--- src/rtl/etf_pkg.sv ---
// ----------------------------------------------------------------------------
// etf_pkg: shared constants for the exponential tail filter
// Register indexes, fixed coefficient widths and mode codes.
// ----------------------------------------------------------------------------
package etf_pkg;

  // Fixed coefficient widths
  localparam int BETA_BITS    = 16;
  localparam int ALPHA_BITS   = 24;
  // Guard bits of the internal tail/signal range over the sample range
  localparam int GUARD_BITS   = 4;
  // Configuration index width
  localparam int CFG_IDX_BITS = 2;

  typedef enum logic [CFG_IDX_BITS-1:0] {
    REG_BETA      = 2'd0,
    REG_ALPHA     = 2'd1,
    REG_PEDESTAL  = 2'd2,
    REG_INIT_TAIL = 2'd3
  } cfg_reg_t;

  // Mode codes
  localparam logic MODE_REMOVE = 1'b0;
  localparam logic MODE_ADD    = 1'b1;

endpackage

--- src/rtl/etf_sample_if.sv ---
// ----------------------------------------------------------------------------
// etf_sample_if: input sample channel
// Valid/ready channel carrying one waveform sample and its flags.
// ----------------------------------------------------------------------------
interface etf_sample_if #(
  parameter int SAMPLE_BITS = 20
);
  logic                          valid;
  logic                          ready;
  logic signed [SAMPLE_BITS-1:0] sample_value;
  logic                          mode;
  logic                          first_of_record;

  modport source (output valid, sample_value, mode, first_of_record, input ready);
  modport sink   (input valid, sample_value, mode, first_of_record, output ready);
endinterface

--- src/rtl/etf_result_if.sv ---
// ----------------------------------------------------------------------------
// etf_result_if: result channel
// Valid/ready channel carrying the corrected value, the tail and a clip flag.
// ----------------------------------------------------------------------------
interface etf_result_if #(
  parameter int SAMPLE_BITS = 20
);
  logic                          valid;
  logic                          ready;
  logic signed [SAMPLE_BITS-1:0] result_value;
  logic signed [SAMPLE_BITS-1:0] tail_value;
  logic                          saturated;

  modport source (output valid, result_value, tail_value, saturated, input ready);
  modport sink   (input valid, result_value, tail_value, saturated, output ready);
endinterface

--- src/rtl/etf_cfg_if.sv ---
// ----------------------------------------------------------------------------
// etf_cfg_if: configuration write channel
// Valid/ready channel carrying a register index and write data.
// ----------------------------------------------------------------------------
interface etf_cfg_if
  import etf_pkg::*;
#(
  parameter int DATA_BITS = 24
);
  logic                    valid;
  logic                    ready;
  logic [CFG_IDX_BITS-1:0] index;
  logic [DATA_BITS-1:0]    data;

  modport source (output valid, index, data, input ready);
  modport sink   (input valid, index, data, output ready);
endinterface

--- src/rtl/etf_datapath.sv ---
// ----------------------------------------------------------------------------
// etf_datapath: tail recurrence and correction for one sample
// Two products, rounded sum, tail/signal update and output saturation.
// ----------------------------------------------------------------------------
module etf_datapath
  import etf_pkg::*;
#(
  parameter int SAMPLE_BITS     = 20,
  parameter int COEFF_FRAC_BITS = 16
) (
  input  logic                                     mode,
  input  logic                                     first_of_record,
  input  logic signed [SAMPLE_BITS-1:0]            sample_value,
  input  logic        [BETA_BITS-1:0]              beta_coeff,
  input  logic signed [ALPHA_BITS-1:0]             alpha_coeff,
  input  logic signed [SAMPLE_BITS-1:0]            pedestal_level,
  input  logic signed [SAMPLE_BITS-1:0]            initial_tail,
  input  logic signed [SAMPLE_BITS+GUARD_BITS-1:0] tail_acc,
  input  logic signed [SAMPLE_BITS+GUARD_BITS-1:0] prev_signal,
  output logic signed [SAMPLE_BITS+GUARD_BITS-1:0] tail_acc_next,
  output logic signed [SAMPLE_BITS+GUARD_BITS-1:0] prev_signal_next,
  output logic signed [SAMPLE_BITS-1:0]            result_value,
  output logic signed [SAMPLE_BITS-1:0]            tail_value,
  output logic                                     saturated
);

  localparam int ACC_W   = SAMPLE_BITS + GUARD_BITS;
  localparam int BPROD_W = ACC_W + BETA_BITS + 1;
  localparam int APROD_W = ACC_W + ALPHA_BITS;
  localparam int SUM_W   = APROD_W + 2;
  localparam int EXT_W   = ACC_W + 2;

  logic signed [BPROD_W-1:0] beta_prod;
  logic signed [APROD_W-1:0] alpha_prod;
  logic signed [SUM_W-1:0]   sum_raw;
  logic signed [SUM_W-1:0]   sum_shift;
  logic                      sum_fits;
  logic signed [ACC_W-1:0]   tail_rec;
  logic signed [ACC_W-1:0]   tail;
  logic signed [EXT_W-1:0]   rem_wide;
  logic signed [EXT_W-1:0]   add_wide;
  logic                      rem_fits;
  logic signed [ACC_W-1:0]   sig_rem;
  logic signed [EXT_W-1:0]   res_wide;
  logic                      res_fits;
  logic                      tail_fits;

  always_comb begin
    beta_prod  = BPROD_W'($signed({1'b0, beta_coeff})) * BPROD_W'(tail_acc);
    alpha_prod = APROD_W'(alpha_coeff) * APROD_W'(prev_signal);
    // Exact sum, add half an LSB, floor shift
    sum_raw    = SUM_W'(beta_prod) + SUM_W'(alpha_prod)
               + (SUM_W'(1) <<< (COEFF_FRAC_BITS - 1));
    sum_shift  = sum_raw >>> COEFF_FRAC_BITS;
    sum_fits   = (sum_shift[SUM_W-1:ACC_W-1] == '0) || (sum_shift[SUM_W-1:ACC_W-1] == '1);
    tail_rec   = sum_fits ? sum_shift[ACC_W-1:0]
                          : {sum_shift[SUM_W-1], {(ACC_W-1){~sum_shift[SUM_W-1]}}};
    tail       = first_of_record ? ACC_W'(initial_tail) : tail_rec;

    rem_wide   = EXT_W'(sample_value) - EXT_W'(tail) - EXT_W'(pedestal_level);
    add_wide   = EXT_W'(sample_value) + EXT_W'(tail) + EXT_W'(pedestal_level);
    rem_fits   = (rem_wide[EXT_W-1:ACC_W-1] == '0) || (rem_wide[EXT_W-1:ACC_W-1] == '1);
    sig_rem    = rem_fits ? rem_wide[ACC_W-1:0]
                          : {rem_wide[EXT_W-1], {(ACC_W-1){~rem_wide[EXT_W-1]}}};

    tail_acc_next    = tail;
    prev_signal_next = (mode == MODE_ADD) ? ACC_W'(sample_value) : sig_rem;

    // Clip both outputs to the sample range
    res_wide  = (mode == MODE_ADD) ? add_wide : EXT_W'(sig_rem);
    res_fits  = (res_wide[EXT_W-1:SAMPLE_BITS-1] == '0)
             || (res_wide[EXT_W-1:SAMPLE_BITS-1] == '1);
    tail_fits = (tail[ACC_W-1:SAMPLE_BITS-1] == '0) || (tail[ACC_W-1:SAMPLE_BITS-1] == '1);
    result_value = res_fits ? res_wide[SAMPLE_BITS-1:0]
                            : {res_wide[EXT_W-1], {(SAMPLE_BITS-1){~res_wide[EXT_W-1]}}};
    tail_value   = tail_fits ? tail[SAMPLE_BITS-1:0]
                             : {tail[ACC_W-1], {(SAMPLE_BITS-1){~tail[ACC_W-1]}}};
    saturated    = !res_fits || !tail_fits;
  end

endmodule

--- src/rtl/exponential_tail_filter.sv ---
// ----------------------------------------------------------------------------
// exponential_tail_filter: exponential undershoot tail correction
// Path: an accepted item passes through the input register, then the
//   result register.
// Throughput: one item per cycle while the result side keeps up; the tail
//   recurrence closes through the two coefficient multipliers and the state registers.
// Reset: rst (synchronous) clears the pipeline valids, the tail and
//   previous-signal state and all coefficient registers to zero.
// ----------------------------------------------------------------------------
module exponential_tail_filter
  import etf_pkg::*;
#(
  parameter int SAMPLE_BITS     = 20,
  parameter int COEFF_FRAC_BITS = 16
) (
  input  logic           clk,
  input  logic           rst,
  etf_cfg_if.sink        cfg,
  etf_sample_if.sink     sample_ch,
  etf_result_if.source   result_ch
);

  localparam int ACC_W = SAMPLE_BITS + GUARD_BITS;

  // Coefficient registers
  logic        [BETA_BITS-1:0]   beta_coeff;
  logic signed [ALPHA_BITS-1:0]  alpha_coeff;
  logic signed [SAMPLE_BITS-1:0] pedestal_level;
  logic signed [SAMPLE_BITS-1:0] initial_tail;

  // Input register
  logic                          in_valid;
  logic signed [SAMPLE_BITS-1:0] in_sample;
  logic                          in_mode;
  logic                          in_first;

  // Recurrence state
  logic signed [ACC_W-1:0]       tail_acc;
  logic signed [ACC_W-1:0]       prev_signal;
  logic signed [ACC_W-1:0]       tail_acc_next;
  logic signed [ACC_W-1:0]       prev_signal_next;

  // Result register
  logic                          out_valid;
  logic signed [SAMPLE_BITS-1:0] out_result;
  logic signed [SAMPLE_BITS-1:0] out_tail;
  logic                          out_sat;
  logic signed [SAMPLE_BITS-1:0] result_next;
  logic signed [SAMPLE_BITS-1:0] tail_out_next;
  logic                          sat_next;

  logic                          advance;

  // Move the held item into the result register when that slot is free
  // or being emptied this cycle; the state advances with it.
  assign advance         = in_valid && (!out_valid || result_ch.ready);
  assign sample_ch.ready = !in_valid || advance;
  assign cfg.ready       = 1'b1;

  // Configuration writes; unknown indexes cannot occur with a 2-bit index
  always_ff @(posedge clk) begin
    if (rst) begin
      beta_coeff     <= '0;
      alpha_coeff    <= '0;
      pedestal_level <= '0;
      initial_tail   <= '0;
    end else if (cfg.valid) begin
      case (cfg.index)
        REG_BETA:      beta_coeff     <= cfg.data[BETA_BITS-1:0];
        REG_ALPHA:     alpha_coeff    <= cfg.data[ALPHA_BITS-1:0];
        REG_PEDESTAL:  pedestal_level <= cfg.data[SAMPLE_BITS-1:0];
        REG_INIT_TAIL: initial_tail   <= cfg.data[SAMPLE_BITS-1:0];
        default: begin
        end
      endcase
    end
  end

  // Input register: hold the item until it moves on
  always_ff @(posedge clk) begin
    if (rst) begin
      in_valid <= 1'b0;
    end else if (sample_ch.ready) begin
      in_valid <= sample_ch.valid;
    end
    if (sample_ch.valid && sample_ch.ready) begin
      in_sample <= sample_ch.sample_value;
      in_mode   <= sample_ch.mode;
      in_first  <= sample_ch.first_of_record;
    end
  end

  etf_datapath #(
    .SAMPLE_BITS     (SAMPLE_BITS),
    .COEFF_FRAC_BITS (COEFF_FRAC_BITS)
  ) u_datapath (
    .mode             (in_mode),
    .first_of_record  (in_first),
    .sample_value     (in_sample),
    .beta_coeff       (beta_coeff),
    .alpha_coeff      (alpha_coeff),
    .pedestal_level   (pedestal_level),
    .initial_tail     (initial_tail),
    .tail_acc         (tail_acc),
    .prev_signal      (prev_signal),
    .tail_acc_next    (tail_acc_next),
    .prev_signal_next (prev_signal_next),
    .result_value     (result_next),
    .tail_value       (tail_out_next),
    .saturated        (sat_next)
  );

  // Recurrence state: advance only when the item is committed
  always_ff @(posedge clk) begin
    if (rst) begin
      tail_acc    <= '0;
      prev_signal <= '0;
    end else if (advance) begin
      tail_acc    <= tail_acc_next;
      prev_signal <= prev_signal_next;
    end
  end

  // Result register: hold until taken downstream
  always_ff @(posedge clk) begin
    if (rst) begin
      out_valid <= 1'b0;
    end else if (advance) begin
      out_valid <= 1'b1;
    end else if (result_ch.ready) begin
      out_valid <= 1'b0;
    end
    if (advance) begin
      out_result <= result_next;
      out_tail   <= tail_out_next;
      out_sat    <= sat_next;
    end
  end

  assign result_ch.valid        = out_valid;
  assign result_ch.result_value = out_result;
  assign result_ch.tail_value   = out_tail;
  assign result_ch.saturated    = out_sat;

endmodule

--- src/flat_wrapper.sv ---
// flat-port wrapper written by rule: the top's interface ports become plain ports
module exponential_tail_filter_flat import etf_pkg::*;
#(
  parameter int SAMPLE_BITS     = 20,
  parameter int COEFF_FRAC_BITS = 16
)
  (clk, rst, cfg_valid, cfg_index, cfg_data, cfg_ready, sample_ch_valid, sample_ch_sample_value, sample_ch_mode, sample_ch_first_of_record, sample_ch_ready, result_ch_valid, result_ch_result_value, result_ch_tail_value, result_ch_saturated, result_ch_ready);
  etf_cfg_if #(.DATA_BITS((24))) cfg_i ();
  etf_sample_if #(.SAMPLE_BITS(SAMPLE_BITS)) sample_ch_i ();
  etf_result_if #(.SAMPLE_BITS(SAMPLE_BITS)) result_ch_i ();
  input  logic clk;
  input  logic rst;
  input wire logic [$bits(cfg_i.valid)-1:0] cfg_valid;
  input wire logic [$bits(cfg_i.index)-1:0] cfg_index;
  input wire logic [$bits(cfg_i.data)-1:0] cfg_data;
  output wire logic [$bits(cfg_i.ready)-1:0] cfg_ready;
  input wire logic [$bits(sample_ch_i.valid)-1:0] sample_ch_valid;
  input wire logic [$bits(sample_ch_i.sample_value)-1:0] sample_ch_sample_value;
  input wire logic [$bits(sample_ch_i.mode)-1:0] sample_ch_mode;
  input wire logic [$bits(sample_ch_i.first_of_record)-1:0] sample_ch_first_of_record;
  output wire logic [$bits(sample_ch_i.ready)-1:0] sample_ch_ready;
  output wire logic [$bits(result_ch_i.valid)-1:0] result_ch_valid;
  output wire logic [$bits(result_ch_i.result_value)-1:0] result_ch_result_value;
  output wire logic [$bits(result_ch_i.tail_value)-1:0] result_ch_tail_value;
  output wire logic [$bits(result_ch_i.saturated)-1:0] result_ch_saturated;
  input wire logic [$bits(result_ch_i.ready)-1:0] result_ch_ready;
  assign cfg_i.valid = cfg_valid;
  assign cfg_i.index = cfg_index;
  assign cfg_i.data = cfg_data;
  assign cfg_ready = cfg_i.ready;
  assign sample_ch_i.valid = sample_ch_valid;
  assign sample_ch_i.sample_value = sample_ch_sample_value;
  assign sample_ch_i.mode = sample_ch_mode;
  assign sample_ch_i.first_of_record = sample_ch_first_of_record;
  assign sample_ch_ready = sample_ch_i.ready;
  assign result_ch_valid = result_ch_i.valid;
  assign result_ch_result_value = result_ch_i.result_value;
  assign result_ch_tail_value = result_ch_i.tail_value;
  assign result_ch_saturated = result_ch_i.saturated;
  assign result_ch_i.ready = result_ch_ready;
  exponential_tail_filter #(.SAMPLE_BITS(SAMPLE_BITS), .COEFF_FRAC_BITS(COEFF_FRAC_BITS)) u_core (.clk(clk), .rst(rst), .cfg(cfg_i), .sample_ch(sample_ch_i), .result_ch(result_ch_i));
endmodule
--- config.mk ---
export PLATFORM = sky130hd
export DESIGN_NAME = exponential_tail_filter_flat
export DESIGN_NICKNAME = d
export VERILOG_FILES = /design/src/rtl/etf_pkg.sv /design/src/rtl/etf_sample_if.sv /design/src/rtl/etf_result_if.sv /design/src/rtl/etf_cfg_if.sv /design/src/rtl/etf_datapath.sv /design/src/rtl/exponential_tail_filter.sv /design/src/flat_wrapper.sv
export SDC_FILE = /design/constraint.sdc
export NUM_CORES = 2
export LEC_CHECK = 0
export BUFFER_PORTS_ARGS = -buffer_cell sky130_fd_sc_hd__buf_2
export CORE_ASPECT_RATIO = 1.25
export CORE_MARGIN = 2
export CORE_UTILIZATION = 60
export DETAILED_ROUTE_END_ITERATION = 10
export PLACE_DENSITY = 0.79
export REMOVE_ABC_BUFFERS = 1
export SLEW_MARGIN = 40
export SYNTH_ARGS = -nofsm -noshare
export SYNTH_HDL_FRONTEND = slang
export SYNTH_HIERARCHICAL = 1
export SYNTH_SLANG_ARGS = --single-unit
--- constraint.sdc ---
create_clock -name clk -period 14.86 [get_ports clk]
set_input_delay 1.486 -clock clk [delete_from_list [all_inputs] [get_ports clk]]
set_output_delay 1.486 -clock clk [all_outputs]
set_load 0.01 [all_outputs]
* Word level (Yosys, flattened, before mapping) *
Index checks and enable logic that the tools add are counted.

cells by class
  $add $sub $neg = 6
  multiply operators = 2
  eq/ne operators = 7
  multiplexer cells = 9
  bitwise logic cells = 4
  reduce and logical (&&, ||, !) cells = 23

operator list
  operator                count
  $mux 24                 4
  $add 49x17->50 const B  1
  $add 41x48->49          1
  $mul 24x24->48          1
  $mul 17x24->41          1
  $mux 20                 2
  $eq 27x27->1 const B    1
  $logic_not 27->1        1
  $add 25x20->26          1
  $mux 26                 1
  $sub 25x20->26          1
  $add 20x24->25          1
  $sub 20x24->25          1
  $reduce_and 2->1        4
  $eq 7x7->1 const B      1
  $logic_not 7->1         1
  $logic_or 1x1->1        7
  $eq 5x5->1 const B      1
  $logic_not 5->1         1
  $eq 2x2->1 const B      2
  $logic_not 1->1         4
  $not 1->1               4
  $eq 3x3->1 const B      1
  $logic_not 3->1         1
  5 further kinds         7

storage, ports and cells
  bits in registers = 193
  input bits = 53
  output and inout port bits = 44
  word-level logic and storage cells = 65

* Depth between registers and ports, before layout *
  depth in word-level cells = 17
  mapped depth = 52
  gate-level depth less buffers = 46

* Modules after synthesis *
Netlist, hierarchy kept.

by module, submodules not included
  module                   times used  cells each  area each (um^2)  seq. area each (um^2)
  etf_datapath             1           4657        41846.4           0.0
  exponential_tail_filter  1           637         6919.1            4494.3

* Worst setup path after synthesis *
OpenSTA, ideal clock, no wires.

  path kind = reg2reg
  from = register u_core.tail_acc[23]
  to = register u_core.out_result[10] (netlist: u_core/result_ch.result_value[10]), data pin
  setup time = 0.270 ns
  data arrival time = 11.950 ns
  required time = 14.590 ns
  path slack = 2.639 ns
  stages on the path, launching flop included = 46
  buffers on the path = 4
  period minus slack after synthesis = 12.221 ns
  cell sequence = dfxtp_1 -> clkbuf_1 -> nand2_1 -> fa_1 -> fa_1 -> inv_1 -> fa_1 -> fa_1 -> fa_1 -> inv_1 -> fa_1 -> inv_1 -> fa_1 -> inv_1 -> fa_1 -> inv_1 -> ha_1 -> clkbuf_1 -> [... 10 more ...] -> inv_1 -> fa_1 -> inv_1 -> ha_1 -> nor2_1 -> fa_1 -> nand2b_1 -> a21oi_1 -> nor4_1 -> o21ai_0 -> nand3_1 -> nand4b_1 -> o211ai_4 -> a21oi_1 -> o211a_1 -> a21o_1 -> buf_2 -> o311ai_1

between the ends
  word-level cells in the longest chain between the ends = 16
  elaborated cells between the ends (all ways) = 24
  classes of those cells = add/sub (6); mul (1); eq/ne (3); mux (5); bitwise (3); reduce/logical (6)

RTL lines
  element                                                  RTL line                                text
  start: declaration                                       exponential_tail_filter.sv:38           logic signed [ACC_W-1:0] tail_acc;
  start signal: assignment                                 exponential_tail_filter.sv:119          tail_acc <= tail_acc_next;
  $mul 17x24->41 *                                         etf_datapath.sv:49                      beta_prod = BPROD_W'($signed({1'b0, beta_coeff})) * BPROD_W'(tail_acc);
  $add 41x48->49 *                                         etf_datapath.sv:52                      sum_raw = SUM_W'(beta_prod) + SUM_W'(alpha_prod)
  $add 49x17->50 *                                         etf_datapath.sv:53                      + (SUM_W'(1) <<< (COEFF_FRAC_BITS - 1));
  $eq 27x27->1 / $logic_not 27->1 (equally long branches)  etf_datapath.sv:55                      sum_fits = (sum_shift[SUM_W-1:ACC_W-1] == '0) || (sum_shift[SUM_W-1:ACC_W-1] == '1);
  $logic_or 1x1->1                                         etf_datapath.sv:55
  $mux 24 *                                                etf_datapath.sv:56                      tail_rec = sum_fits ? sum_shift[ACC_W-1:0]
  $mux 24 *                                                etf_datapath.sv:58                      tail = first_of_record ? ACC_W'(initial_tail) : tail_rec;
  net u_core.tail_acc_next[0]                              exponential_tail_filter.sv:40           logic signed [ACC_W-1:0] tail_acc_next;
  [... 2 more ...]                                         -
  $eq 3x3->1 / $logic_not 3->1 (equally long branches)     etf_datapath.sv:62                      rem_fits = (rem_wide[EXT_W-1:ACC_W-1] == '0) || (rem_wide[EXT_W-1:ACC_W-1] == '1);
  $logic_or 1x1->1                                         etf_datapath.sv:62
  $mux 24                                                  etf_datapath.sv:63                      sig_rem = rem_fits ? rem_wide[ACC_W-1:0]
  $mux 26 *                                                etf_datapath.sv:70                      res_wide = (mode == MODE_ADD) ? add_wide : EXT_W'(sig_rem);
  $eq 7x7->1 / $logic_not 7->1 (equally long branches)     etf_datapath.sv:72, etf_datapath.sv:71
  $logic_or 1x1->1                                         etf_datapath.sv:72                      || (res_wide[EXT_W-1:SAMPLE_BITS-1] == '1);
  $mux 20 *                                                etf_datapath.sv:74                      result_value = res_fits ? res_wide[SAMPLE_BITS-1:0]
  net u_core.result_next[10]                               exponential_tail_filter.sv:48           logic signed [SAMPLE_BITS-1:0] result_next;
  end signal: assignment                                   exponential_tail_filter.sv:134          out_result <= result_next;
  end: declaration                                         exponential_tail_filter.sv:45           logic signed [SAMPLE_BITS-1:0] out_result;

Mark *: on every way through the listed nets, which the timed path passes. The rest lies on a longest branch.
A chain may end at the register's enable or synchronous reset.

* Worst setup path in the final report *
  from = register u_core.beta_coeff[3]
  to = register u_core.out_result[12] (netlist: u_core/result_ch.result_value[12]), data pin

between the ends
  word-level cells in the longest chain between the ends = 16
  elaborated cells between the ends (all ways) = 24
  classes of those cells = add/sub (6); mul (1); eq/ne (3); mux (5); bitwise (3); reduce/logical (6)

RTL lines
  element                                                  RTL line                                text
  start: declaration                                       exponential_tail_filter.sv:26           logic [BETA_BITS-1:0] beta_coeff;
  start signal: assignment                                 exponential_tail_filter.sv:69           REG_BETA: beta_coeff <= cfg.data[BETA_BITS-1:0];
  $mul 17x24->41 *                                         etf_datapath.sv:49
  $add 41x48->49 *                                         etf_datapath.sv:52
  $add 49x17->50 *                                         etf_datapath.sv:53
  $eq 27x27->1 / $logic_not 27->1 (equally long branches)  etf_datapath.sv:55
  $logic_or 1x1->1                                         etf_datapath.sv:55
  $mux 24 *                                                etf_datapath.sv:56
  $mux 24 *                                                etf_datapath.sv:58
  net u_core.tail_acc_next[16]                             exponential_tail_filter.sv:40
  [... 2 more ...]                                         -
  $eq 3x3->1 / $logic_not 3->1 (equally long branches)     etf_datapath.sv:62
  $logic_or 1x1->1                                         etf_datapath.sv:62
  $mux 24                                                  etf_datapath.sv:63
  $mux 26 *                                                etf_datapath.sv:70
  $eq 7x7->1 / $logic_not 7->1 (equally long branches)     etf_datapath.sv:72, etf_datapath.sv:71
  $logic_or 1x1->1                                         etf_datapath.sv:72
  $mux 20 *                                                etf_datapath.sv:74
  net u_core.result_next[12]                               exponential_tail_filter.sv:48

Marks and branches as above.

==> flow_summary.toml <==
[outcome]
outcome = "completed"

[clocking]
clk_latency_ns = 0.47
h-tree-depth = 4
clock-sinks = 193
cts_tree = "yes"
cts_hold_buffers = 0
clock_path_buffers = 2
clk_transition_reported_paths_ns = 0.09
cts_inserted_buffers = 17
root_buffer = "clkbuf_16"

[floorplanning]
die_w_um = 259
die-height_um = 323
ios = 97
row_count = 116
design.die.area_um2 = 83600
core_um2 = 80300
initial_utilization = 0.608

[global_route]
grt.overflow.total = 0
grt_pass1_vias = 40072
grt_pass1_wl_mm = 223
globalRouteTotalUtil = 0.352
antenna_found_initial = 2
grt_max_degree = 98

[power]
ir_drop_mv = 0.171
switchingPower_mw = 2.61
power_frac_clock = 0.114
leakage_nw = 25.8
cellPowerDensity_nw_per_um2 = 91.6
p_seq_frac = 0.171
switching_share = 0.556
comb_power_share = 0.715
p_int_mw = 2.08

[placement]
dp_hpwl_mm = 118
gp_congestion = 1.01
place_inst = 6322
place.port_buffers = 95

[synth]
ys_warn_count = 6
synthFlopType = "dfxtp_1"
async_reset_ff_frac = 0
synth.distinct_cells = 76
synth_edf_count = 63
synthesis.area_um2 = 48800
synth.yosys.seq_area_share = 0.0922
ys_ff_latch = 193
synth_cells = 5294
syn_area_per_cell_um2 = 9.21

[critical_path]
r2r_end = "u_core/result_ch.result_value[12]"
required_ns = 15.13
regToRegSetupSlack_ns = 0.56
crit_slowest_cell = "fa_1"
timing.rr.start = "u_core/beta_coeff[3]"
start_kind = "flop"
critPathCaptureType = "flop"
worstSetupPathType = "flop to flop"
cp_max_fo = 19
cp_common_cell = "fa_1"
worstPathArrival_ns = 14.57
ff2ff_path_depth = 39
cpPeakStageDelay_ns = 0.83

[timing]
rsz0062_at_grt = "no"
finalSetupTns_ns = 0
tightest_slew_ns = 0.899
whs_ns = 0.466
finalClockSkew_ns = 0.0252
relSlewSlack = 0.400
drv_slew = 0
setup_viol = 0
hold_viol = 0
fmaxAchievable_mhz = 69.9
timing.final.crit_share = 0.963
min_period_ns = 14.30

[route]
drt_iter0_drc = 2706
finalWirelength_mm = 141
vias_per_cell = 5.77
via_count = 36703
drtPass1Iterations = 6
drc = 0
wl_per_cell_um = 22.2
detail-route-antenna-nets = 0

[min_path]
hold_depth = 2
min_from = "u_core/initial_tail[11]"
min_to = "u_core/initial_tail[11]"
hold_path.class = "flop to flop"

[final_layout]
layout_common_cells = "inv_1 (1195), fa_1 (1138), nand2_1 (616)"
drive_gt1_frac = 0.0567
synthToLayoutAreaGrowth_pct = 5.05
finalNetCount = 6724
final_common_cell = "inv_1"
fin_cells = 6360

[flow_run]
maxCapViolCount = 0
-- how the worst max path moves through the flow --
stage | start | end | slack [ns] | depth (start not counted)
detailed placement | u_core/beta_coeff[5] | u_core/result_ch.result_value[12] | 0.61 | 39
finish | u_core/beta_coeff[3] | u_core/result_ch.result_value[12] | 0.56 | 39
floorplan | u_core/beta_coeff[2] | u_core/result_ch.result_value[0] | 1.36 | 38
CTS | u_core/beta_coeff[5] | u_core/result_ch.result_value[12] | 0.56 | 39
global route | u_core/tail_acc[23] | u_core/result_ch.result_value[12] | 0.04 | 40
global placement | u_core/prev_signal[8] | u_core/result_ch.result_value[6] | 0.71 | 39
-- cells by family after synthesis --
logic type               share of synthesized area
XOR/XNOR                                    0.0142
adder cells (fa/ha/maj)                      0.532
other                                    0.0000769
flip-flops                                  0.0922
multiplexers                                0.0101
AO/OA/AOI/OAI                               0.0690
AND/OR/NAND/NOR                              0.170
buffers and inverters                        0.113
-- routing by layer --
layer	GRT usage	share of wire
met1	0.420	0.36
met3	0.0567	0.070
met4	0.216	0.072
met5	0	0
met2	0.600	0.50
-- cell usage after synthesis, types with 22 or more instances --
master / count / area share
mux2i_1: 49 / 0.010
o21a_1: 22 / 0.0034
a21oi_1: 214 / 0.022
fa_1: 1138 / 0.47
nand2b_1: 117 / 0.015
o311ai_1: 23 / 0.0041
or3_1: 24 / 0.0031
nand4_1: 30 / 0.0038
buf_2: 32 / 0.0033
inv_1: 1195 / 0.092
xnor2_1: 50 / 0.0090
nor3_1: 26 / 0.0027
and2_1: 582 / 0.075
xor2_1: 29 / 0.0052
o21ai_0: 84 / 0.0086
nand3_1: 42 / 0.0043
dfxtp_1: 130 / 0.053
a21o_1: 54 / 0.0083
nand2_1: 616 / 0.047
ha_1: 252 / 0.065
clkbuf_1: 202 / 0.016
edfxtp_1: 63 / 0.039
nor2_1: 99 / 0.0076
-- worst max-delay path, delay by kind of cell, from the launching register on --
kind,cells,cell delay [ns]
adders and majority gates,11,6.09
DFF,1,0.65
buffers and inverters,6,0.75
and+or+nand+nor,11,2.83
AOI/OAI and AO/OA,11,3.76
-- power groups by stage --
stage,sequential (mW),combinational [mW],clock (mW)
global placement,0.803,3.22,0
global route,0.806,3.61,0.559
CTS,0.794,3.29,0.542
finish,0.801,3.35,0.536
detailed placement,0.805,3.27,0
floorplan,0.774,2.11,0
-- state kept, by name (all words and copies together), names as in the netlist --
signal	flops
u_core/alpha_coeff	24
u_core/tail_acc	24
u_core/result_ch.valid	1
u_core/initial_tail	20
u_core/prev_signal	24
u_core/result_ch.result_value	20
u_core/beta_coeff	16
u_core/pedestal_level	20
u_core/result_ch.saturated	1
u_core/in_first	1
u_core/result_ch.tail_value	20
u_core/in_sample	20
u_core/in_mode	1
u_core/in_valid	1
-- through the flow --
stage	power [mW]	cell area, um2	utilization	setup WS [ns]
floorplan	2.88	47800	-	1.36
global placement	4.02	50500	0.629	0.707
detailed placement	4.07	50500	0.629	0.608
CTS	4.62	51200	0.638	0.563
global route	4.97	51200	0.638	0.0441
finish	4.69	51200	0.638	0.555
-- cell type report --
class | instances | area [um2]
clock buffers | 17 | 425
clock inverters | 15 | 235
well taps | 1062 | 1330
repair buffers | 213 | 1380
diodes | 4 | 10.0
multi-input cells | 3660 | 38800
flip-flops and latches | 193 | 4520
fillers | 6606 | 29000
inverters | 1196 | 4490
-- timing repair --
item / in CTS / in global routing
setup buffers: 0 / 2
gates resized for setup: 0 / 3
setup endpoints to repair: 0 / 19
Note: power is estimated with default switching activity, not from simulation.
